==> src/sv/ems_pkg.sv <==
// Shared types and constants for the engine mode sequencer.
// Depends on nothing; used by the core and its checker.
package ems_pkg;

    localparam int DELAY_BITS = 16;
    localparam int LANE_W     = (DELAY_BITS < 16) ? DELAY_BITS : 16;
    localparam int CFG_W      = 64;
    localparam int CFG_IDX_W  = 2;
    localparam int TICKS_W    = 32;

    localparam logic [2:0] M_SAFE = 3'd0;
    localparam logic [2:0] M_ARM  = 3'd1;
    localparam logic [2:0] M_MONO = 3'd2;
    localparam logic [2:0] M_BI   = 3'd3;
    localparam logic [2:0] M_DUMP = 3'd4;
    localparam logic [2:0] M_FILL = 3'd5;

    localparam logic [2:0] DK_NONE      = 3'd0;
    localparam logic [2:0] DK_BI_MONO   = 3'd1;
    localparam logic [2:0] DK_MONO_ARM  = 3'd2;
    localparam logic [2:0] DK_ARM_MONO  = 3'd3;
    localparam logic [2:0] DK_MONO_BI   = 3'd4;

    localparam logic [1:0] OP_TICK  = 2'd0;
    localparam logic [1:0] OP_CMD   = 2'd1;
    localparam logic [1:0] OP_FORCE = 2'd2;

    localparam logic [3:0] REQ_ARM_ALIAS = 4'hF;

    localparam logic [CFG_IDX_W-1:0] CFG_SAFE_ARM    = 2'd0;
    localparam logic [CFG_IDX_W-1:0] CFG_MONO        = 2'd1;
    localparam logic [CFG_IDX_W-1:0] CFG_BI_DUMP_FILL = 2'd2;

    typedef struct packed {
        logic [1:0]        mode;
        logic signed [3:0] requested_state;
    } t_in;

    typedef struct packed {
        logic [2:0]         current_state;
        logic [2:0]         opmode_shown;
        logic               move_pending;
        logic [2:0]         decay_kind;
        logic [TICKS_W-1:0] transit_ticks;
        logic               dump_active;
        logic               refuel;
        logic               invalid_request;
    } t_out;

endpackage

==> src/sv/engine_mode_sequencer_core.sv <==
// Engine mode sequencer: six-mode state machine with timed, configurable moves.
// Depends on ems_pkg for payload types, mode codes and register indexes.
// Latency: a result is valid the cycle after its input transaction is accepted.
// Throughput: one transaction per cycle; the output register holds a stalled result
// and input ready drops only while that result waits.
// Reset (synchronous, active low): safe mode, no move, no decay, delays zero.
module engine_mode_sequencer_core (
    input  logic                           i_clk,
    input  logic                           i_rst_n,
    input  logic                           i_cfg_wr_en,
    input  logic [ems_pkg::CFG_IDX_W-1:0]  i_cfg_index,
    input  logic [ems_pkg::CFG_W-1:0]      i_cfg_wdata,
    input  logic                           i_in_valid,
    output logic                           o_in_ready,
    input  ems_pkg::t_in                   i_in,
    output logic                           o_out_valid,
    input  logic                           i_out_ready,
    output ems_pkg::t_out                  o_out
);

    typedef logic [ems_pkg::LANE_W-1:0] t_delay;

    typedef struct packed {
        logic [2:0]                  mode_now;
        logic [2:0]                  hop_mode;
        logic [2:0]                  goal_mode;
        logic [2:0]                  decay_code;
        logic [2:0]                  shown_mode;
        t_delay                      countdown;
        logic [ems_pkg::TICKS_W-1:0] decay_elapsed;
    } t_st;

    logic [ems_pkg::CFG_W-1:0] r_dly_sa, r_dly_mono, r_dly_bdf;
    t_st                       r_st, n_st;
    logic                      r_out_valid;
    ems_pkg::t_out             r_out, n_out;
    logic                      w_accept;

    function automatic t_delay f_lane(logic [ems_pkg::CFG_W-1:0] reg_v, int k);
        return reg_v[16*k +: ems_pkg::LANE_W];
    endfunction

    function automatic t_st f_land(t_st s, logic [2:0] m);
        t_st r;
        r = s;
        if (m != r.mode_now) begin
            r.mode_now      = m;
            r.shown_mode    = m;
            r.decay_code    = ems_pkg::DK_NONE;
            r.decay_elapsed = '0;
        end
        return r;
    endfunction

    function automatic t_st f_set_decay(t_st s, logic [2:0] f);
        t_st r;
        r = s;
        r.decay_elapsed = '0;
        r.shown_mode    = r.hop_mode;
        if (r.mode_now == ems_pkg::M_BI && f == ems_pkg::M_MONO)
            r.decay_code = ems_pkg::DK_BI_MONO;
        else if (r.mode_now == ems_pkg::M_MONO && f == ems_pkg::M_ARM)
            r.decay_code = ems_pkg::DK_MONO_ARM;
        else if (r.mode_now == ems_pkg::M_ARM && f == ems_pkg::M_MONO)
            r.decay_code = ems_pkg::DK_ARM_MONO;
        else if (r.mode_now == ems_pkg::M_MONO && f == ems_pkg::M_BI)
            r.decay_code = ems_pkg::DK_MONO_BI;
        else
            r.decay_code = ems_pkg::DK_NONE;
        return r;
    endfunction

    function automatic t_st f_begin_last(t_st s, logic [2:0] goal, t_delay dly);
        t_st r;
        r = s;
        r.goal_mode = goal;
        r.hop_mode  = goal;
        r.countdown = dly;
        if (dly == '0) r = f_land(r, goal);
        return r;
    endfunction

    function automatic t_st f_arrive(t_st s, logic [2:0] m, t_delay d_ma, t_delay d_mb);
        t_st r;
        r = f_land(s, m);
        if (r.hop_mode != r.goal_mode) begin
            if (r.goal_mode == ems_pkg::M_BI) begin
                r = f_begin_last(r, ems_pkg::M_BI, d_mb);
                r = f_set_decay(r, ems_pkg::M_BI);
            end else if (r.goal_mode == ems_pkg::M_ARM) begin
                r = f_begin_last(r, ems_pkg::M_ARM, d_ma);
                r = f_set_decay(r, ems_pkg::M_ARM);
            end else begin
                r.hop_mode = r.goal_mode;
            end
        end
        return r;
    endfunction

    function automatic t_st f_begin(t_st s, logic [2:0] goal, t_delay dly, logic [2:0] hop,
                                    t_delay d_ma, t_delay d_mb);
        t_st r;
        r = s;
        r.goal_mode = goal;
        r.hop_mode  = hop;
        r.countdown = dly;
        if (dly == '0) r = f_arrive(r, hop, d_ma, d_mb);
        return r;
    endfunction

    always_comb begin
        t_st        s;
        logic       good;
        logic       bad;
        logic [2:0] req;
        logic [3:0] raw;
        t_delay     d_sa, d_sd, d_sf, d_as, d_am, d_ms, d_ma, d_mb, d_bs, d_bm, d_ds, d_fs;
        s    = r_st;
        bad  = 1'b0;
        raw  = $unsigned(i_in.requested_state);
        good = 1'b1;
        req  = ems_pkg::M_SAFE;
        d_sa = f_lane(r_dly_sa, 0);
        d_sd = f_lane(r_dly_sa, 1);
        d_sf = f_lane(r_dly_sa, 2);
        d_as = f_lane(r_dly_sa, 3);
        d_am = f_lane(r_dly_mono, 0);
        d_ms = f_lane(r_dly_mono, 1);
        d_ma = f_lane(r_dly_mono, 2);
        d_mb = f_lane(r_dly_mono, 3);
        d_bs = f_lane(r_dly_bdf, 0);
        d_bm = f_lane(r_dly_bdf, 1);
        d_ds = f_lane(r_dly_bdf, 2);
        d_fs = f_lane(r_dly_bdf, 3);
        if (raw == ems_pkg::REQ_ARM_ALIAS) req = ems_pkg::M_ARM;
        else if (raw <= 4'd5) req = raw[2:0];
        else good = 1'b0;

        case (i_in.mode)
            ems_pkg::OP_TICK: begin
                if (s.countdown != '0) s.countdown = s.countdown - 1'b1;
                if (s.decay_code != ems_pkg::DK_NONE && s.decay_elapsed != '1)
                    s.decay_elapsed = s.decay_elapsed + 1'b1;
            end
            ems_pkg::OP_CMD: begin
                if (s.hop_mode != s.mode_now) begin
                    if (s.countdown == '0) s = f_arrive(s, s.hop_mode, d_ma, d_mb);
                end else if (!good) begin
                    bad = 1'b1;
                end else begin
                    case (s.mode_now)
                        ems_pkg::M_SAFE: begin
                            if (req == ems_pkg::M_ARM) s = f_begin(s, req, d_sa, req, d_ma, d_mb);
                            else if (req == ems_pkg::M_DUMP)
                                s = f_begin(s, req, d_sd, req, d_ma, d_mb);
                            else if (req == ems_pkg::M_FILL)
                                s = f_begin(s, req, d_sf, req, d_ma, d_mb);
                            else bad = 1'b1;
                        end
                        ems_pkg::M_ARM: begin
                            if (req == ems_pkg::M_SAFE) begin
                                s = f_begin(s, req, d_as, req, d_ma, d_mb);
                            end else if (req == ems_pkg::M_MONO) begin
                                s = f_begin(s, req, d_am, req, d_ma, d_mb);
                                s = f_set_decay(s, ems_pkg::M_MONO);
                            end else if (req == ems_pkg::M_BI) begin
                                s = f_begin(s, req, d_am, ems_pkg::M_MONO, d_ma, d_mb);
                                s = f_set_decay(s, ems_pkg::M_MONO);
                            end else begin
                                bad = 1'b1;
                            end
                        end
                        ems_pkg::M_MONO: begin
                            if (req == ems_pkg::M_SAFE) begin
                                s = f_begin(s, req, d_ms, req, d_ma, d_mb);
                            end else if (req == ems_pkg::M_ARM) begin
                                s = f_begin(s, req, d_ma, req, d_ma, d_mb);
                                s = f_set_decay(s, ems_pkg::M_ARM);
                            end else if (req == ems_pkg::M_BI) begin
                                s = f_begin(s, req, d_mb, req, d_ma, d_mb);
                                s = f_set_decay(s, ems_pkg::M_BI);
                            end else begin
                                bad = 1'b1;
                            end
                        end
                        ems_pkg::M_BI: begin
                            if (req == ems_pkg::M_SAFE) begin
                                s = f_begin(s, req, d_bs, req, d_ma, d_mb);
                            end else if (req == ems_pkg::M_ARM) begin
                                s = f_begin(s, req, d_bm, ems_pkg::M_MONO, d_ma, d_mb);
                                s = f_set_decay(s, ems_pkg::M_MONO);
                            end else if (req == ems_pkg::M_MONO) begin
                                s = f_begin(s, req, d_bm, req, d_ma, d_mb);
                                s = f_set_decay(s, ems_pkg::M_MONO);
                            end else begin
                                bad = 1'b1;
                            end
                        end
                        ems_pkg::M_DUMP: begin
                            if (req == ems_pkg::M_SAFE) s = f_begin(s, req, d_ds, req, d_ma, d_mb);
                            else bad = 1'b1;
                        end
                        ems_pkg::M_FILL: begin
                            if (req == ems_pkg::M_SAFE) s = f_begin(s, req, d_fs, req, d_ma, d_mb);
                            else bad = 1'b1;
                        end
                        default: bad = 1'b1;
                    endcase
                end
            end
            ems_pkg::OP_FORCE: begin
                if (good) s = f_begin(s, req, '0, req, d_ma, d_mb);
                else bad = 1'b1;
            end
            default: ;
        endcase

        n_st                  = s;
        n_out.current_state   = s.mode_now;
        n_out.opmode_shown    = s.shown_mode;
        n_out.move_pending    = (s.hop_mode != s.mode_now);
        n_out.decay_kind      = s.decay_code;
        n_out.transit_ticks   = s.decay_elapsed;
        n_out.dump_active     = (s.mode_now == ems_pkg::M_DUMP);
        n_out.refuel          = (s.mode_now == ems_pkg::M_FILL);
        n_out.invalid_request = bad;
    end

    assign o_in_ready  = !r_out_valid || i_out_ready;
    assign w_accept    = i_in_valid && o_in_ready;
    assign o_out_valid = r_out_valid;
    assign o_out       = r_out;

    always_ff @(posedge i_clk) begin
        if (!i_rst_n) begin
            r_dly_sa           <= '0;
            r_dly_mono         <= '0;
            r_dly_bdf          <= '0;
            r_st.mode_now      <= ems_pkg::M_SAFE;
            r_st.hop_mode      <= ems_pkg::M_SAFE;
            r_st.goal_mode     <= ems_pkg::M_SAFE;
            r_st.decay_code    <= ems_pkg::DK_NONE;
            r_st.shown_mode    <= ems_pkg::M_SAFE;
            r_st.countdown     <= '0;
            r_st.decay_elapsed <= '0;
            r_out_valid        <= 1'b0;
        end else begin
            if (i_cfg_wr_en) begin
                case (i_cfg_index)
                    ems_pkg::CFG_SAFE_ARM:     r_dly_sa   <= i_cfg_wdata;
                    ems_pkg::CFG_MONO:         r_dly_mono <= i_cfg_wdata;
                    ems_pkg::CFG_BI_DUMP_FILL: r_dly_bdf  <= i_cfg_wdata;
                    default: ;
                endcase
            end
            if (w_accept) begin
                r_st        <= n_st;
                r_out_valid <= 1'b1;
            end else if (i_out_ready) begin
                r_out_valid <= 1'b0;
            end
        end
    end

    always_ff @(posedge i_clk) begin
        if (w_accept) r_out <= n_out;
    end

endmodule

==> config.mk <==
export PLATFORM = sky130hd
export DESIGN_NAME = engine_mode_sequencer_core
export DESIGN_NICKNAME = d
export VERILOG_FILES = /design/src/sv/ems_pkg.sv /design/src/sv/engine_mode_sequencer_core.sv
export SDC_FILE = /design/constraint.sdc
export NUM_CORES = 1
export LEC_CHECK = 0
export BUFFER_PORTS_ARGS = -buffer_cell sky130_fd_sc_hd__buf_2
export CORE_MARGIN = 2
export CORE_UTILIZATION = 55
export CTS_CLUSTER_DIAMETER = 120
export CTS_CLUSTER_SIZE = 28
export DETAILED_ROUTE_END_ITERATION = 6
export MAX_ROUTING_LAYER = met4
export PLACE_DENSITY = 0.74
export SLEW_MARGIN = 25
export SYNTH_ARGS = -nofsm -noshare
export SYNTH_HDL_FRONTEND = slang
export SYNTH_SLANG_ARGS = --single-unit
==> constraint.sdc <==
create_clock -name i_clk -period 4.2 [get_ports i_clk]
set_input_delay 0.42 -clock i_clk [delete_from_list [all_inputs] [get_ports i_clk]]
set_output_delay 0.42 -clock i_clk [all_outputs]
set_load 0.05 [all_outputs]
* Yosys cells after proc, flatten, opt, wreduce, memory -nomap -nowiden
Cells that the tools add are included.
** Word-level totals
- Output and inout port bits :: 47
- Word-level logic and storage cells :: 315
- Bits in registers :: 301
- Input bits :: 77
** Cells by class
- Magnitude comparators :: 1
- Eq/ne operators :: 59
- Reductions and logical operators :: 32
- Add/sub/neg operators :: 2
- Muxes and demuxes :: 202
** Operator list (count)
- $mux W63 :: 119
- $pmux W63 S6 :: 1
- $logic_not A16 Y1 :: 13
- $mux W32 :: 6
- $pmux W48 S3 :: 1
- $mux W3 :: 36
- $mux W57 :: 1
- $eq A3 B2 Y1 const B :: 16
- $add A32 B1 Y32 const B :: 1
- $ne A32 B32 Y1 const B :: 1
- $mux W6 :: 5
- $pmux W15 S2 :: 1
- $ne A6 B6 Y1 const B :: 4
- $eq A3 B1 Y1 const B :: 7
- $mux W2 :: 10
- $mux W1 :: 19
- $eq A3 B3 Y1 const B :: 6
- $mux W16 :: 1
- $reduce_bool A16 Y1 :: 1
- $sub A16 B1 Y16 const B :: 1
- $ne A2 B3 Y1 const A :: 5
- $reduce_and A15 Y1 :: 1
- $reduce_and A14 Y1 :: 1
- $ne A3 B3 Y1 :: 4
- other kinds (20) :: 35

* Logic depth before layout (Yosys ltp)
- Depth in word-level cells :: 45
- Mapped depth :: 12
- Mapped depth without buffers :: 10

* Least setup slack after synthesis
OpenSTA, ideal clock, no wires.
- Path kind :: register -> register
- Start :: reg r_out_valid, in the netlist o_out_valid
- End :: reg r_st[48] (netlist name)
- Stages on the path, launching flop included :: 8
- Buffers on the path :: 2
- Arrival :: 3.364 ns
- Setup slack :: 0.764 ns
- Setup time :: 0.072 ns
- Required time :: 4.128 ns
- Path through :: dfxtp_1 -> nand2b_1 -> nand2_1 -> inv_1 -> clkbuf_1 -> clkbuf_1 -> nand4_1 -> a21oi_1
** Between the ends
- Longest elaborated chain between the ends :: 3
** RTL lines
- from (decl) :: RTL line engine_mode_sequencer_core.sv:35 : logic r_out_valid;
- from (signal assigned) :: RTL line engine_mode_sequencer_core.sv:246 : r_out_valid <= 1'b0;
- from (signal assigned) :: RTL line engine_mode_sequencer_core.sv:258 : r_out_valid <= 1'b1;
- from (signal assigned) :: RTL line engine_mode_sequencer_core.sv:260 : r_out_valid <= 1'b0;
- $logic_not A1 Y1 :: RTL line engine_mode_sequencer_core.sv:229 : assign o_in_ready = !r_out_valid || i_out_ready;
- $logic_or A1 B1 Y1 :: RTL line engine_mode_sequencer_core.sv:229
- named net o_in_ready :: RTL line engine_mode_sequencer_core.sv:14 : output logic o_in_ready,
- $logic_and A1 B1 Y1 :: RTL line engine_mode_sequencer_core.sv:230 : assign w_accept = i_in_valid && o_in_ready;
- named net w_accept :: RTL line engine_mode_sequencer_core.sv:37 : logic w_accept;
- to (signal assigned) :: RTL line engine_mode_sequencer_core.sv:257 : r_st <= n_st;
- to (decl) :: RTL line engine_mode_sequencer_core.sv:34 : t_st r_st, n_st;
The timed path passes the listed nets, and every way through them passes these cells.
A chain may end at the register's enable or synchronous reset.

==> impl_metrics.py <==
metrics = {
    "setup_path": {
        "critPathArrivalTime_ns": 3.96,
        "worstPathRequired_ns": 4.46,
        "crit_fanout": 9,
        "crit_type": "flip-flop to flip-flop",
        "endpoint_kind": "flip-flop",
        "crit_path_start_kind": "flip-flop",
    },
    "timing": {
        "hold_violations": 0,
        "min_period_ns": 3.70,
        "maxSlewViolCount": 0,
        "worst_pin_slew_ns": 1.07,
        "fin_skew_ns": 0.0301,
        "finalSetupTns_ns": 0,
        "rsz0062_at_grt": "no",
        "slew_headroom_pct": 28.6,
        "fin_crit_sh_pct": 88.1,
        "final-setup-viol-count": 0,
        "fmax_ghz": 0.270,
    },
    "clock_network": {
        "clock_path_buffers": 3,
        "htreeDepth": 1,
        "worst_skew_pair.late_latency_ns": 0.54,
        "cts_tree": "yes",
        "cts_resized": 0,
        "clock_sinks": 301,
        "cts-root-buf": "clkbuf_16",
        "hold_buffers": 0,
        "clkTransAtPathRegs_ns": 0.12,
        "cts_made_buffers": 14,
        "postCtsSetupRepairBufs": 0,
    },
    "placed_design": {
        "port-buffer-count": 123,
        "placed_cell_area_mm2": 0.0178,
        "gp_congestion": 1.10,
        "hpwl_mm": 50.0,
        "place_inst": 2698,
    },
    "route": {
        "via_count": 18500,
        "viasPerCell": 6.81,
        "ant_nets": 0,
        "drt-pass1-iter-count": 7,
        "drt_iter0_drc": 2680,
        "drc_errors": 0,
        "wirelength_mm": 67.9,
        "post_drt_wl_per_cell_um": 25.0,
    },
    "synthesis": {
        "syn-num-nets": 2367,
        "ys_seq_area_share_pct": 38.6,
        "synth_ff_type": "dfxtp_1",
        "syn_area_mm2": 0.0168,
        "ys_ff_latch": 301,
        "async_flop_share_pct": 0,
        "syn_avg_cell_area_um2": 7.35,
        "yosysWarnings": 0,
        "yosys.cell_types.count": 80,
        "synth-edff-count": 45,
        "syn_inst": 2284,
        "synthTopCellsByCount": "nand2_1, a21oi_1, dfxtp_1",
        "synth.most_common_cell": "nand2_1",
        "synth_top_area_share_pct": 30.5,
        "synth_top_cell_by_area": "dfxtp_1",
        "synth_area_leaders": "dfxtp_1, nand2_1, a21oi_1",
    },
    "global_routing": {
        "overflow": 0,
        "grt_use_total_pct": 42.9,
        "antenna_found_initial": 0,
        "grt_pass1_wl_mm": 101,
        "grt_max_degree": 123,
        "grt_pass1_vias": 16600,
    },
    "run_status": {
        "status": "completed",
    },
    "die": {
        "ios": 124,
        "initial_core_util_pct": 56.2,
        "coreArea_mm2": 0.0299,
        "dieArea_mm2": 0.0319,
        "fp.dieH_um": 179,
        "fp-row-count": 63,
        "dieWidth_um": 179,
    },
    "cells_and_area": {
        "syn_to_final_growth_pct": 8.64,
        "drive_gt1_share_pct": 11.0,
        "fillers": 2759,
        "fin_util_pct": 61.0,
        "nets": 2407,
        "finalNonFillerCells": 2718,
        "fin_area_mm2": 0.0182,
    },
    "power_and_ir_drop": {
        "p_total_uw": 6210,
        "powerDensity_mw_per_mm2": 340,
        "leakage_uw": 0.00615,
        "max-vdd-ir-drop_mv": 0.363,
    },
    "hold_path": {
        "hold_class": "input pin to flip-flop",
    },
    "flow_run": {
        "max-cap-violations": 0,
    },
}
## report_power, final
part	leakage, uW	internal (uW)	switching [uW]
clock	0.000187	630	957
combinational	0.00343	427	1050
sequential	0.00253	3030	117
## area by class of cell
| cell class | instances | area, um^2 | share of cell area (%) |
|---|---|---|---|
| clock buffer | 17 | 362 | 1.98 |
| tap | 390 | 488 | 2.68 |
| inverter | 25 | 98.8 | 0.542 |
| clock inverter | 2 | 25.0 | 0.137 |
| timing repair buffer | 195 | 1190 | 6.55 |
| sequential | 301 | 6480 | 35.5 |
| antenna | 1 | 2.50 | 0.0137 |
| multi-input combinational | 1787 | 9580 | 52.6 |
## cell families (layout without fill, tap and decap cells)
logic type | count (synthesis) | count (layout) | share of synthesized area (%)
AND/OR/NAND/NOR | 978 | 978 | 26.3
AO/OA/AOI/OAI | 759 | 759 | 27.6
multiplexers | 35 | 35 | 2.13
buffers and inverters | 196 | 239 | 4.47
XOR/XNOR | 9 | 9 | 0.470
adder cells (fa/ha/maj) | 6 | 6 | 0.447
flip-flops | 301 | 301 | 38.6
other | 0 | 1 | 0
## worst paths after layout
kind | start | endpoint | slack [ns] | depth (start not counted)
hold / removal | i_cfg_wdata[12] | r_dly_bdf[12]$_SDFFE_PN0P_ | 0.14 | 3
setup / recovery | r_st[39]$_SDFFE_PN0P_ | o_out[37]$_DFFE_PP_ | 0.50 | 8
hold reg to reg | r_dly_sa[38]$_SDFFE_PN0P_ | r_dly_sa[38]$_SDFFE_PN0P_ | 0.48 | 2
setup reg to reg | r_st[39]$_SDFFE_PN0P_ | o_out[37]$_DFFE_PP_ | 0.50 | 8
## registers in the layout (all words and copies together) (netlist names)
signal and count:
r_dly_sa 64, o_out 45, r_dly_mono 64, r_st 63, r_dly_bdf 64, o_out_valid 1
## layer usage
layer / track usage (%) / vias up / wire (um)
met5: - / - / 0
met4: 23.2 / 0 / 4590
met3: 5.32 / 270 / 6750
met2: 65.3 / 1261 / 29700
met1: 55.7 / 8653 / 26800
li1: - / 8335 / -
## cells in the final DEF, fill, tap and decap left out, types with 10 or more instances in the layout
cell and instances:
buf_2 123, or2_2 12, nor2_1 137, nor4_1 65, a22oi_1 20, a21oi_1 305, a211oi_1 22, nand2b_1 31
o21ai_0 154, nand3_1 42, o31ai_1 41, clkbuf_16 14, o22ai_1 24, nor3_1 46, nand4_1 20, dfxtp_1 255
and3_1 10, nand2_1 539, o211ai_1 20, mux2i_1 29, a31oi_1 47, o21a_1 10, or3_1 18, buf_4 69
edfxtp_1 45, inv_1 20, and2_1 12
## stage by stage
stage               hold WS (ns)  setup WS, ns
floorplan                  0.435         0.764
global placement           0.450         0.460
detailed placement         0.456         0.407
CTS                        0.132         0.605
global route               0.141         0.295
finish                     0.138         0.501
## worst max-delay path: stages, from the launching register on
cell and delay [ns]:
dfxtp_1 0.39, or4_1 0.66, or4_1 0.64, nor2_1 0.51
mux2_2 0.41, o21ai_0 0.30, a41oi_1 0.09, o31ai_1 0.28
o21ai_0 0.14
No activity file was read; power rests on OpenSTA's default activity.
